**config.mk**
```make
export PLATFORM = sky130hd
export DESIGN_NAME = sha256_stream_hasher_unit
export DESIGN_NICKNAME = d
export VERILOG_FILES = /design/src/design/sha256_pkg.sv /design/src/design/sha256_ctrl.sv /design/src/design/sha256_dp.sv /design/src/design/sha256_stream_hasher_unit.sv
export SDC_FILE = /design/constraint.sdc
export NUM_CORES = 2
export LEC_CHECK = 0
export BUFFER_PORTS_ARGS = -buffer_cell sky130_fd_sc_hd__buf_4
export CAP_MARGIN = 20
export CORE_MARGIN = 4
export CORE_UTILIZATION = 25
export CTS_CLUSTER_SIZE = 12
export DETAILED_ROUTE_END_ITERATION = 6
export GPL_TIMING_DRIVEN = 1
export PLACE_DENSITY = 0.41
export SYNTH_ARGS = -nofsm -noshare
export SYNTH_HDL_FRONTEND = slang
export SYNTH_HIERARCHICAL = 1
export SYNTH_SLANG_ARGS = --single-unit
export TNS_END_PERCENT = 20
```
**constraint.sdc**
```tcl
create_clock -name clk -period 15.67 [get_ports clk]
set_clock_uncertainty 0.1 [all_clocks]
set_input_delay 4.701 -clock clk [delete_from_list [all_inputs] [get_ports clk]]
set_output_delay 4.701 -clock clk [all_outputs]
set_load 0.02 [all_outputs]
```
**src/design/sha256_pkg.sv**
```systemverilog
`default_nettype none
// ----------------------------------------------------------------------------
// sha256_pkg
// Shared types and constants for the streaming SHA-256 hasher.
// ----------------------------------------------------------------------------
package sha256_pkg;

	localparam logic [31:0] K_TAB [64] = '{
		32'h428a2f98, 32'h71374491, 32'hb5c0fbcf, 32'he9b5dba5,
		32'h3956c25b, 32'h59f111f1, 32'h923f82a4, 32'hab1c5ed5,
		32'hd807aa98, 32'h12835b01, 32'h243185be, 32'h550c7dc3,
		32'h72be5d74, 32'h80deb1fe, 32'h9bdc06a7, 32'hc19bf174,
		32'he49b69c1, 32'hefbe4786, 32'h0fc19dc6, 32'h240ca1cc,
		32'h2de92c6f, 32'h4a7484aa, 32'h5cb0a9dc, 32'h76f988da,
		32'h983e5152, 32'ha831c66d, 32'hb00327c8, 32'hbf597fc7,
		32'hc6e00bf3, 32'hd5a79147, 32'h06ca6351, 32'h14292967,
		32'h27b70a85, 32'h2e1b2138, 32'h4d2c6dfc, 32'h53380d13,
		32'h650a7354, 32'h766a0abb, 32'h81c2c92e, 32'h92722c85,
		32'ha2bfe8a1, 32'ha81a664b, 32'hc24b8b70, 32'hc76c51a3,
		32'hd192e819, 32'hd6990624, 32'hf40e3585, 32'h106aa070,
		32'h19a4c116, 32'h1e376c08, 32'h2748774c, 32'h34b0bcb5,
		32'h391c0cb3, 32'h4ed8aa4a, 32'h5b9cca4f, 32'h682e6ff3,
		32'h748f82ee, 32'h78a5636f, 32'h84c87814, 32'h8cc70208,
		32'h90befffa, 32'ha4506ceb, 32'hbef9a3f7, 32'hc67178f2
	};

	localparam logic [31:0] H_INIT [8] = '{
		32'h6a09e667, 32'hbb67ae85, 32'h3c6ef372, 32'ha54ff53a,
		32'h510e527f, 32'h9b05688c, 32'h1f83d9ab, 32'h5be0cd19
	};

	localparam logic [7:0] PAD_BYTE = 8'h80;
	localparam logic CMD_ABSORB = 1'b0;
	localparam logic CMD_FINISH = 1'b1;

	typedef struct packed {
		logic       ld_byte;
		logic       pad;
		logic       len_ld;
		logic       v_init;
		logic       round_en;
		logic [5:0] rnd_idx;
		logic       h_add;
		logic       h_init;
		logic [2:0] out_idx;
	} cmd_t;

	typedef struct packed {
		logic fill_last;
		logic pad_extra;
	} sts_t;

	function automatic logic [31:0] rotr(input logic [31:0] x, input int n);
		rotr = (x >> n) | (x << (32 - n));
	endfunction

endpackage
`default_nettype wire

```
**src/design/sha256_ctrl.sv**
```systemverilog
`default_nettype none
// ----------------------------------------------------------------------------
// sha256_ctrl
// Sequencer: absorb, 64 rounds, hash update, length block and digest beats.
// ----------------------------------------------------------------------------
module sha256_ctrl import sha256_pkg::*; (
	input  wire logic clk,
	input  wire logic arst_n,
	input  wire logic s_tvalid,
	output logic      s_tready,
	input  wire logic s_tuser,
	output logic      m_tvalid,
	input  wire logic m_tready,
	output logic      m_tlast,
	input  wire sts_t sts,
	output cmd_t      cmd
);

	typedef enum logic [4:0] {
		ST_IDLE  = 5'b00001,
		ST_ROUND = 5'b00010,
		ST_ADD   = 5'b00100,
		ST_LEN   = 5'b01000,
		ST_OUT   = 5'b10000
	} state_t;

	state_t     state_q, state_d;
	logic [5:0] rnd_q;
	logic [2:0] oidx_q;
	logic       fin_q, extra_q;
	logic       in_acc, out_acc;

	assign in_acc  = s_tvalid && s_tready;
	assign out_acc = m_tvalid && m_tready;

	always_comb begin
		cmd         = '0;
		cmd.rnd_idx = rnd_q;
		cmd.out_idx = oidx_q;
		s_tready    = 1'b0;
		m_tvalid    = 1'b0;
		m_tlast     = 1'b0;
		state_d     = state_q;
		unique case (state_q)
			ST_IDLE: begin
				s_tready = 1'b1;
				if (in_acc) begin
					if (s_tuser == CMD_FINISH) begin
						cmd.pad    = 1'b1;
						cmd.v_init = 1'b1;
						state_d    = ST_ROUND;
					end else begin
						cmd.ld_byte = 1'b1;
						if (sts.fill_last) begin
							cmd.v_init = 1'b1;
							state_d    = ST_ROUND;
						end
					end
				end
			end
			ST_ROUND: begin
				cmd.round_en = 1'b1;
				if (rnd_q == 6'd63)
					state_d = ST_ADD;
			end
			ST_ADD: begin
				cmd.h_add = 1'b1;
				priority if (extra_q)
					state_d = ST_LEN;
				else if (fin_q)
					state_d = ST_OUT;
				else
					state_d = ST_IDLE;
			end
			ST_LEN: begin
				cmd.len_ld = 1'b1;
				cmd.v_init = 1'b1;
				state_d    = ST_ROUND;
			end
			ST_OUT: begin
				m_tvalid = 1'b1;
				m_tlast  = (oidx_q == 3'd7);
				if (m_tready && oidx_q == 3'd7) begin
					cmd.h_init = 1'b1;
					state_d    = ST_IDLE;
				end
			end
			default: state_d = ST_IDLE;
		endcase
	end

	always_ff @(posedge clk or negedge arst_n) begin
		if (!arst_n) begin
			state_q <= ST_IDLE;
			rnd_q   <= '0;
			oidx_q  <= '0;
			fin_q   <= 1'b0;
			extra_q <= 1'b0;
		end else begin
			state_q <= state_d;
			if (state_q == ST_ROUND)
				rnd_q <= rnd_q + 6'd1;
			if (state_q == ST_IDLE && in_acc && s_tuser == CMD_FINISH) begin
				fin_q   <= 1'b1;
				extra_q <= sts.pad_extra;
			end
			if (state_q == ST_ADD)
				extra_q <= 1'b0;
			if (out_acc) begin
				oidx_q <= oidx_q + 3'd1;
				if (oidx_q == 3'd7)
					fin_q <= 1'b0;
			end
		end
	end

	a_round_to_add: assert property (@(posedge clk) disable iff (!arst_n)
		(state_q == ST_ROUND && rnd_q == 6'd63) |=> state_q == ST_ADD)
		else $error("round sequence did not end in hash update");
	a_out_done: assert property (@(posedge clk) disable iff (!arst_n)
		(out_acc && oidx_q == 3'd7) |=> (state_q == ST_IDLE && !fin_q))
		else $error("digest end did not return to idle");
	a_extra_fin: assert property (@(posedge clk) disable iff (!arst_n)
		extra_q |-> fin_q)
		else $error("extra length block without finish");

endmodule
`default_nettype wire

```
**src/design/sha256_dp.sv**
```systemverilog
`default_nettype none
// ----------------------------------------------------------------------------
// sha256_dp
// Block buffer and message schedule window, round unit and hash state.
// ----------------------------------------------------------------------------
module sha256_dp import sha256_pkg::*; (
	input  wire logic        clk,
	input  wire logic        arst_n,
	input  wire logic [7:0]  data_byte,
	input  wire cmd_t        cmd,
	output sts_t             sts,
	output logic [31:0]      digest_word
);

	logic [31:0] w_q [16];
	logic [31:0] v_q [8];
	logic [31:0] h_q [8];
	logic [5:0]  fill_q;
	logic [60:0] len_q;
	logic [63:0] bits;
	logic [31:0] w_new, t1, t2, e, a;

	assign bits = {len_q, 3'b000};
	assign sts.fill_last = (fill_q == 6'd63);
	assign sts.pad_extra = (fill_q >= 6'd56);
	assign digest_word = h_q[cmd.out_idx];

	assign w_new = w_q[0] + (rotr(w_q[1], 7) ^ rotr(w_q[1], 18) ^ (w_q[1] >> 3))
		+ w_q[9] + (rotr(w_q[14], 17) ^ rotr(w_q[14], 19) ^ (w_q[14] >> 10));

	assign e  = v_q[4];
	assign a  = v_q[0];
	assign t1 = v_q[7] + (rotr(e, 6) ^ rotr(e, 11) ^ rotr(e, 25))
		+ ((e & v_q[5]) ^ (~e & v_q[6])) + K_TAB[cmd.rnd_idx] + w_q[0];
	assign t2 = (rotr(a, 2) ^ rotr(a, 13) ^ rotr(a, 22))
		+ ((a & v_q[1]) ^ (a & v_q[2]) ^ (v_q[1] & v_q[2]));

	always_ff @(posedge clk) begin
		priority if (cmd.ld_byte) begin
			for (int j = 0; j < 16; j++)
				for (int k = 0; k < 4; k++)
					if (6'(4 * j + k) == fill_q)
						w_q[j][31 - 8 * k -: 8] <= data_byte;
		end else if (cmd.pad) begin
			for (int j = 0; j < 16; j++)
				for (int k = 0; k < 4; k++)
					if (6'(4 * j + k) == fill_q)
						w_q[j][31 - 8 * k -: 8] <= PAD_BYTE;
					else if (6'(4 * j + k) > fill_q && (sts.pad_extra || j < 14))
						w_q[j][31 - 8 * k -: 8] <= 8'h00;
			if (!sts.pad_extra) begin
				w_q[14] <= bits[63:32];
				w_q[15] <= bits[31:0];
			end
		end else if (cmd.len_ld) begin
			for (int j = 0; j < 14; j++)
				w_q[j] <= '0;
			w_q[14] <= bits[63:32];
			w_q[15] <= bits[31:0];
		end else if (cmd.round_en) begin
			for (int j = 0; j < 15; j++)
				w_q[j] <= w_q[j + 1];
			w_q[15] <= w_new;
		end
	end

	always_ff @(posedge clk) begin
		priority if (cmd.v_init) begin
			for (int i = 0; i < 8; i++)
				v_q[i] <= h_q[i];
		end else if (cmd.round_en) begin
			v_q[7] <= v_q[6];
			v_q[6] <= v_q[5];
			v_q[5] <= e;
			v_q[4] <= v_q[3] + t1;
			v_q[3] <= v_q[2];
			v_q[2] <= v_q[1];
			v_q[1] <= a;
			v_q[0] <= t1 + t2;
		end
	end

	always_ff @(posedge clk or negedge arst_n) begin
		if (!arst_n) begin
			for (int i = 0; i < 8; i++)
				h_q[i] <= H_INIT[i];
			fill_q <= '0;
			len_q  <= '0;
		end else begin
			priority if (cmd.h_init) begin
				for (int i = 0; i < 8; i++)
					h_q[i] <= H_INIT[i];
				fill_q <= '0;
				len_q  <= '0;
			end else if (cmd.h_add) begin
				for (int i = 0; i < 8; i++)
					h_q[i] <= h_q[i] + v_q[i];
			end else if (cmd.ld_byte) begin
				fill_q <= fill_q + 6'd1;
				len_q  <= len_q + 61'd1;
			end
		end
	end

endmodule
`default_nettype wire

```
**src/design/sha256_stream_hasher_unit.sv**
```systemverilog
`default_nettype none
// ----------------------------------------------------------------------------
// sha256_stream_hasher_unit
// Streaming SHA-256: absorb bytes, finish with padding, emit eight digest beats.
// ----------------------------------------------------------------------------
// Absorb beat: the 64th byte of a block also starts 64 rounds through one
// shared round unit, then the hash update; no byte is taken meanwhile.
// Finish beat: pads and hashes the last block, plus a length block when 56
// or more bytes are buffered, then eight digest beats at up to one per cycle.
// Reset: asynchronous; restores the initial hash and clears fill and length.
module sha256_stream_hasher_unit import sha256_pkg::*; (
	input  wire logic        clk,
	input  wire logic        arst_n,
	input  wire logic        s_tvalid,
	output logic             s_tready,
	input  wire logic [7:0]  s_tdata,  // [7:0] data_byte
	input  wire logic        s_tuser,  // [0] command
	output logic             m_tvalid,
	input  wire logic        m_tready,
	output logic [39:0]      m_tdata,  // [31:0] digest_word, [34:32] word_index
	output logic             m_tlast
);

	cmd_t        cmd;
	sts_t        sts;
	logic [31:0] digest_word;

	sha256_ctrl u_ctrl (
		.clk      (clk),
		.arst_n   (arst_n),
		.s_tvalid (s_tvalid),
		.s_tready (s_tready),
		.s_tuser  (s_tuser),
		.m_tvalid (m_tvalid),
		.m_tready (m_tready),
		.m_tlast  (m_tlast),
		.sts      (sts),
		.cmd      (cmd)
	);

	sha256_dp u_dp (
		.clk         (clk),
		.arst_n      (arst_n),
		.data_byte   (s_tdata),
		.cmd         (cmd),
		.sts         (sts),
		.digest_word (digest_word)
	);

	assign m_tdata = {5'b00000, cmd.out_idx, digest_word};

endmodule
`default_nettype wire
```
# Word level (Yosys, flattened, before mapping)
# Memory sizes are Yosys's and may differ from the RTL's.
# Cells that the tools add are included.
dict set report word_totals {
  out_inout_bits 43
  ram_bits 768
  wordCells 1538
  romBits 2048
  reg_bits 339
  mem_count 3
  input_bits 13
}
# memory depth width read_ports rd_ports_with_merged_regs wr line
set memory_table {}
lappend memory_table {{(no name shown)} 64 32 1 0 0 sha256_dp.sv:34} ;# + ((e & v_q[5]) ^ (~e & v_q[6])) + K_TAB[cmd.rnd_idx] + w_q[0];
lappend memory_table {u_dp.w_q 16 32 16 0 16 sha256_dp.sv:15} ;# logic [31:0] w_q [16];
lappend memory_table {u_dp.v_q 8 32 8 0 8 sha256_dp.sv:16} ;# logic [31:0] v_q [8];
dict set report classes {
  addsub 22
  magnitude_cmp 67
  eq_ne 76
  mux 1035
  reduce_logical 19
  bitwise_logic 301
}
# op count
set op_table {}
lappend op_table {{2-to-1 mux 8 bit} 264}
lappend op_table {{2-to-1 mux 1 bit} 739}
lappend op_table {{adder 32 bit} 18}
lappend op_table {{2-to-1 mux 256 bit} 2}
lappend op_table {{2-to-1 mux 32 bit} 12}
lappend op_table {{bitwise XOR 32 bit} 9}
lappend op_table {{bitwise OR 1 bit} 272}
lappend op_table {{== test 6 bit, first input constant} 32}
lappend op_table {{greater-than comparator 6 bit, first input constant} 32}
lappend op_table {{2-to-1 mux 61 bit} 3}
lappend op_table {{bitwise AND 32 bit} 5}
lappend op_table {{binary-select mux 32 bit (select 3 bit)} 1}
lappend op_table {{== test 5 x 6 -> 1 bit, first input constant} 16}
lappend op_table {{greater-than comparator 5 x 6 -> 1 bit, first input constant} 16}
lappend op_table {{adder 61 x 1 -> 61 bit, second input constant} 1}
lappend op_table {{== test 4 x 6 -> 1 bit, first input constant} 8}
lappend op_table {{greater-than comparator 4 x 6 -> 1 bit, first input constant} 8}
lappend op_table {{2-to-1 mux 5 bit} 7}
lappend op_table {{inverter 32 bit} 1}
lappend op_table {{bitwise OR 10 x 32 -> 32 bit} 1}
lappend op_table {{bitwise OR 13 x 32 -> 32 bit} 1}
lappend op_table {{bitwise OR 14 x 32 -> 32 bit} 1}
lappend op_table {{bitwise OR 15 x 32 -> 32 bit} 1}
lappend op_table {{bitwise OR 19 x 32 -> 32 bit} 1}
lappend op_table {{39 further kinds} 69}

# Longest topological paths before layout
dict set report depth {
  ltp_word 13
  mapped_depth 39
  depth_no_buf 38
}

# Cells and area by module
# Netlist, hierarchy kept.
# module seq_area_each_um2 cells_per_inst area_each_um2 n_inst
set modules_own_cells {}
lappend modules_own_cells {sha256_dp 27591.5 8702 75822.7 1}
lappend modules_own_cells {sha256_ctrl 401.6 80 817.0 1}
lappend modules_own_cells {sha256_stream_hasher_unit 0.0 6 41.3 1}

# Least setup slack after synthesis
# OpenSTA, ideal clock, no wires.
dict set report synth_timing {
  kind {input to register}
  startpoint {input s_tvalid}
  endpoint {memory u_dp.v_q[0][0], enable pin}
  arrival_time_ns 8.118
  stages 3
  path_buffers 0
  setup_ns 0.511
  setup_slack_ns 6.940
  required_time_ns 15.059
  cell_sequence {o21ai_0 -> o21ai_2 -> or2_2}
}
# element line
set synth_rtl {}
lappend synth_rtl {{start, declared} sha256_stream_hasher_unit.sv:14} ;# input wire logic s_tvalid,
lappend synth_rtl {{end, declared} sha256_dp.sv:16}

==> metrics.md <==
| Metric | Value |
|---|---|
| Status | complete, but fails checks |
| Failing checks | design-rule violations |
| Worst-path clk slew | around 50 ps |
| Area fraction of the dominant cell type after synthesis | between 10% and 20% |
| Worst path max stage delay | ~760 ps |
| CTS buffer count | about 150 |
| Critical path's slowest cell | ha_1 |
| H-Tree Depth | 4 |
| Worst slew margin | between 10% and 20% |
| Die Wd | approximately 560 um |
| Cells after Synth | roughly 9000 |
| Fin nets | 9219 |
| Clock latency at the later pin of the worst-skew pair | 870 ps |
| Post-route antenna net violation count | 0 |
| Slew of the pin with the lowest slew margin | 1220 ps |
| #FFs+latches synth | roughly 1100 |
| CTS root buf | clkbuf_16 |
| Syn. warnings | 6 |
| Final wirelength | approximately 330 mm |
| Crit end category | flip-flop |
| Achievable Freq | 0.0932 GHz |
| Final Setup Violations | 0 |
| Cell Area, Synth | between 70000 and 80000 um2 |
| Tmin final | roughly 11000 ps |
| Initial antenna violation count | 8 |
| Buffers on Ports | 50 |
| Share of cells above drive strength 1 | under 10% |
| Cell variety after synth | between 100 and 150 |
| Final period util | slightly below 70% |
| CTS hold repair buffers | 0 |
| Final hold violation count | 0 |
| # resized after CTS | 0 |
| Setup TNS | 0 ps |
| Dpl hpwl | 249 mm |
| Vias in the first global route | 64900 |
| Core area | slightly above 300000 um2 |
| Area Overhead vs Synth | 12.5% |
| Max-cap violations | 0 |
| Synth async-reset ratio | between 30% and 40% |
| Pins Over Slew Limit | 0 |
| CTS tree | done |
| DRC | 1 |
| Post-DR vias/cell | roughly 5.2 |
| Vias post-DR | between 60000 and 70000 |
| Placement Rows | around 200 |
| DR iter-0 viols | about 6600 |
| RSZ-0062 raised after global routing | no |
| DR WL/cell | ~26 um |
| Largest net degree at the start of global routing | about 160 |
| Leading area contributor after synthesis | edfxtp_1 |
| CTS sink count | 1107 |
| Grt total ovfl | 0 |
| CP Max Fanout | 22 |
| Top-count cell post-synth | nand2_1 |
| Overall global routing resource usage | approximately a fifth |
| I/O pins | 56 |
| Hold Crit Class | reg -> reg |
| Die area | approximately 320000 um2 |
| Gpl congestion | between 0.9 and 1 |
| Top cells by area, synth | edfxtp_1 (16%), dfxtp_1 (9.7%), dfrtp_1 (6.6%) |
| First-pass GRT wire length | approximately 480 mm |
| Top_reg_cell synth | edfxtp_1 |
| Seq/Total Area, Yosys | 36.5% |
| Setup CP Type | reg -> reg |
| Starting density of the core | between 20 and 30% |
| EDFF count, synth | a little under 400 |
| FILL cells | between 30000 and 40000 |
| Clk buf depth | 4 |
| Worst path arrival time | ~11000 ps |
| Post-synth top cells | nand2_1 (1298), a21oi_1 (934), o21ai_0 (767) |
| Die Y | 562 um |
| Synth Area per Inst | ~8.7 um2 |
| Post-CTS Setup Bufs | 0 |
| WP data required | 16100 ps |
| Initial DRT Pass Iterations | 7 |
| CP Launch Type | flip-flop |
-- placed cells by master (no fill, tap or decap), types with 30 or more instances in the layout --
cell type	Yosys	final
a211o_1	30	30
a211oi_1	163	163
a21o_1	175	175
a21oi_1	934	934
a311oi_1	45	45
a31oi_1	71	71
and2_1	42	42
and3_1	65	58
buf_4	6	183
clkbuf_1	417	55
clkbuf_16	0	160
dfrtp_1	202	195
dfstp_2	137	137
dfxtp_1	372	372
edfxtp_1	396	396
fa_1	195	195
ha_1	393	393
inv_1	352	349
mux2_2	59	59
mux2i_1	110	110
mux4_2	74	74
nand2_1	1298	1296
nand2b_1	83	82
nand3_1	154	153
nand4_1	37	37
nor2_1	687	683
nor2b_1	55	53
nor3_1	112	111
o211ai_1	38	38
o21a_1	67	67
o21ai_0	767	767
o21ai_1	50	50
o21bai_1	54	54
o22ai_1	52	52
o31ai_1	39	36
or3_1	34	34
xnor2_1	450	450
xor2_1	184	184
-- registers in the layout, summed over array words and instances (netlist names) --
name / flops
u_ctrl/extra_q: 1
u_ctrl/fin_q: 1
u_ctrl/oidx_q: 3
u_ctrl/rnd_q: 6
u_ctrl/state_q: 5
u_dp/fill_q: 6
u_dp/h_q: 256
u_dp/len_q: 61
u_dp/v_q: 256
u_dp/w_q: 512
-- critical path, delay by kind of cell (launching register included) --
| kind | cells | cell delay, ps |
|---|---|---|
| DFF | 1 | 320 |
| AOI/OAI and AO/OA | 16 | 4230 |
| adders and majority gates | 8 | 3610 |
| buffers and inverters | 5 | 770 |
| xor gates and xnor gates | 2 | 380 |
| muxes | 1 | 550 |
| and+or+nand+nor | 2 | 400 |
-- per-layer routing --
layer / global-route usage [%] / wire length, um / share of wire [%] / vias to the layer above
met4: 6.14 / 11200 / 3.4 / 0
met2: 32.3 / 149000 / 45 / 2099
met3: 2.36 / 17100 / 5.2 / 434
li1: - / - / - / 30800
met1: 28.7 / 154000 / 46 / 33900
met5: 0 / 0 / 0 / -
-- cells by family (layout without fill, tap and decap cells) --
kind of cell	count (synthesis)	in the layout	synth area share, %
adder cells (fa/ha/maj)	591	591	11.5
AND/OR/NAND/NOR	2670	2670	15.1
multiplexers	244	244	4.49
other	1	8	0.00489
AO/OA/AOI/OAI	2666	2666	20.7
buffers and inverters	875	820	4.38
XOR/XNOR	634	634	7.24
flip-flops	1107	1107	36.5
-- final timing paths --
path	startpoint	to	slack, ps	depth (start not counted)
min	u_dp/w_q[0][122]$_SDFFE_PP0P_	u_dp/w_q[0][122]$_SDFFE_PP0P_	350	2
max in group asynchronous	arst_n	u_dp/h_q[1]$_DFFE_PN0P_	10100	2
max	u_ctrl/rnd_q[1]$_DFFE_PN0P_	u_dp/v_q[0][30]$_DFFE_PP_	4940	34
min reg2reg	u_dp/w_q[0][122]$_SDFFE_PP0P_	u_dp/w_q[0][122]$_SDFFE_PP0P_	350	2
min in group asynchronous	arst_n	u_ctrl/oidx_q[1]$_DFFE_PN0P_	3770	1
max reg2reg	u_ctrl/rnd_q[1]$_DFFE_PN0P_	u_dp/v_q[0][30]$_DFFE_PP_	4940	34
-- layout make-up --
type                    instances  area, um2  share of cell area [%]
clock inverters                35        312                   0.361
well taps                    4100       5130                    5.95
flip-flops and latches       1107      28000                    32.5
diodes                          3       7.51                 0.00870
inverters                     355       1350                    1.56
clock buffers                 237       4510                    5.23
repair buffers                193       1510                    1.75
multi-input cells            6810      45400                    52.7
-- stage by stage --
stage                     utilization, %  instances  area, um2  hold slack, ps  setup WS [ps]
after floorplan                        -       8792      76700             325           6940
after detailed placement            26.6      12600      81400             343           5150
after CTS                           28.2      12800      86200             356           5050
final                               28.2      12800      86300             352           4940
after global placement              26.6      12500      81300             338           5200
after global routing                28.2      12800      86300             378           4290
Power is not shown: default switching activity piles up to over one toggle a cycle in this logic, so the estimate is an artifact.
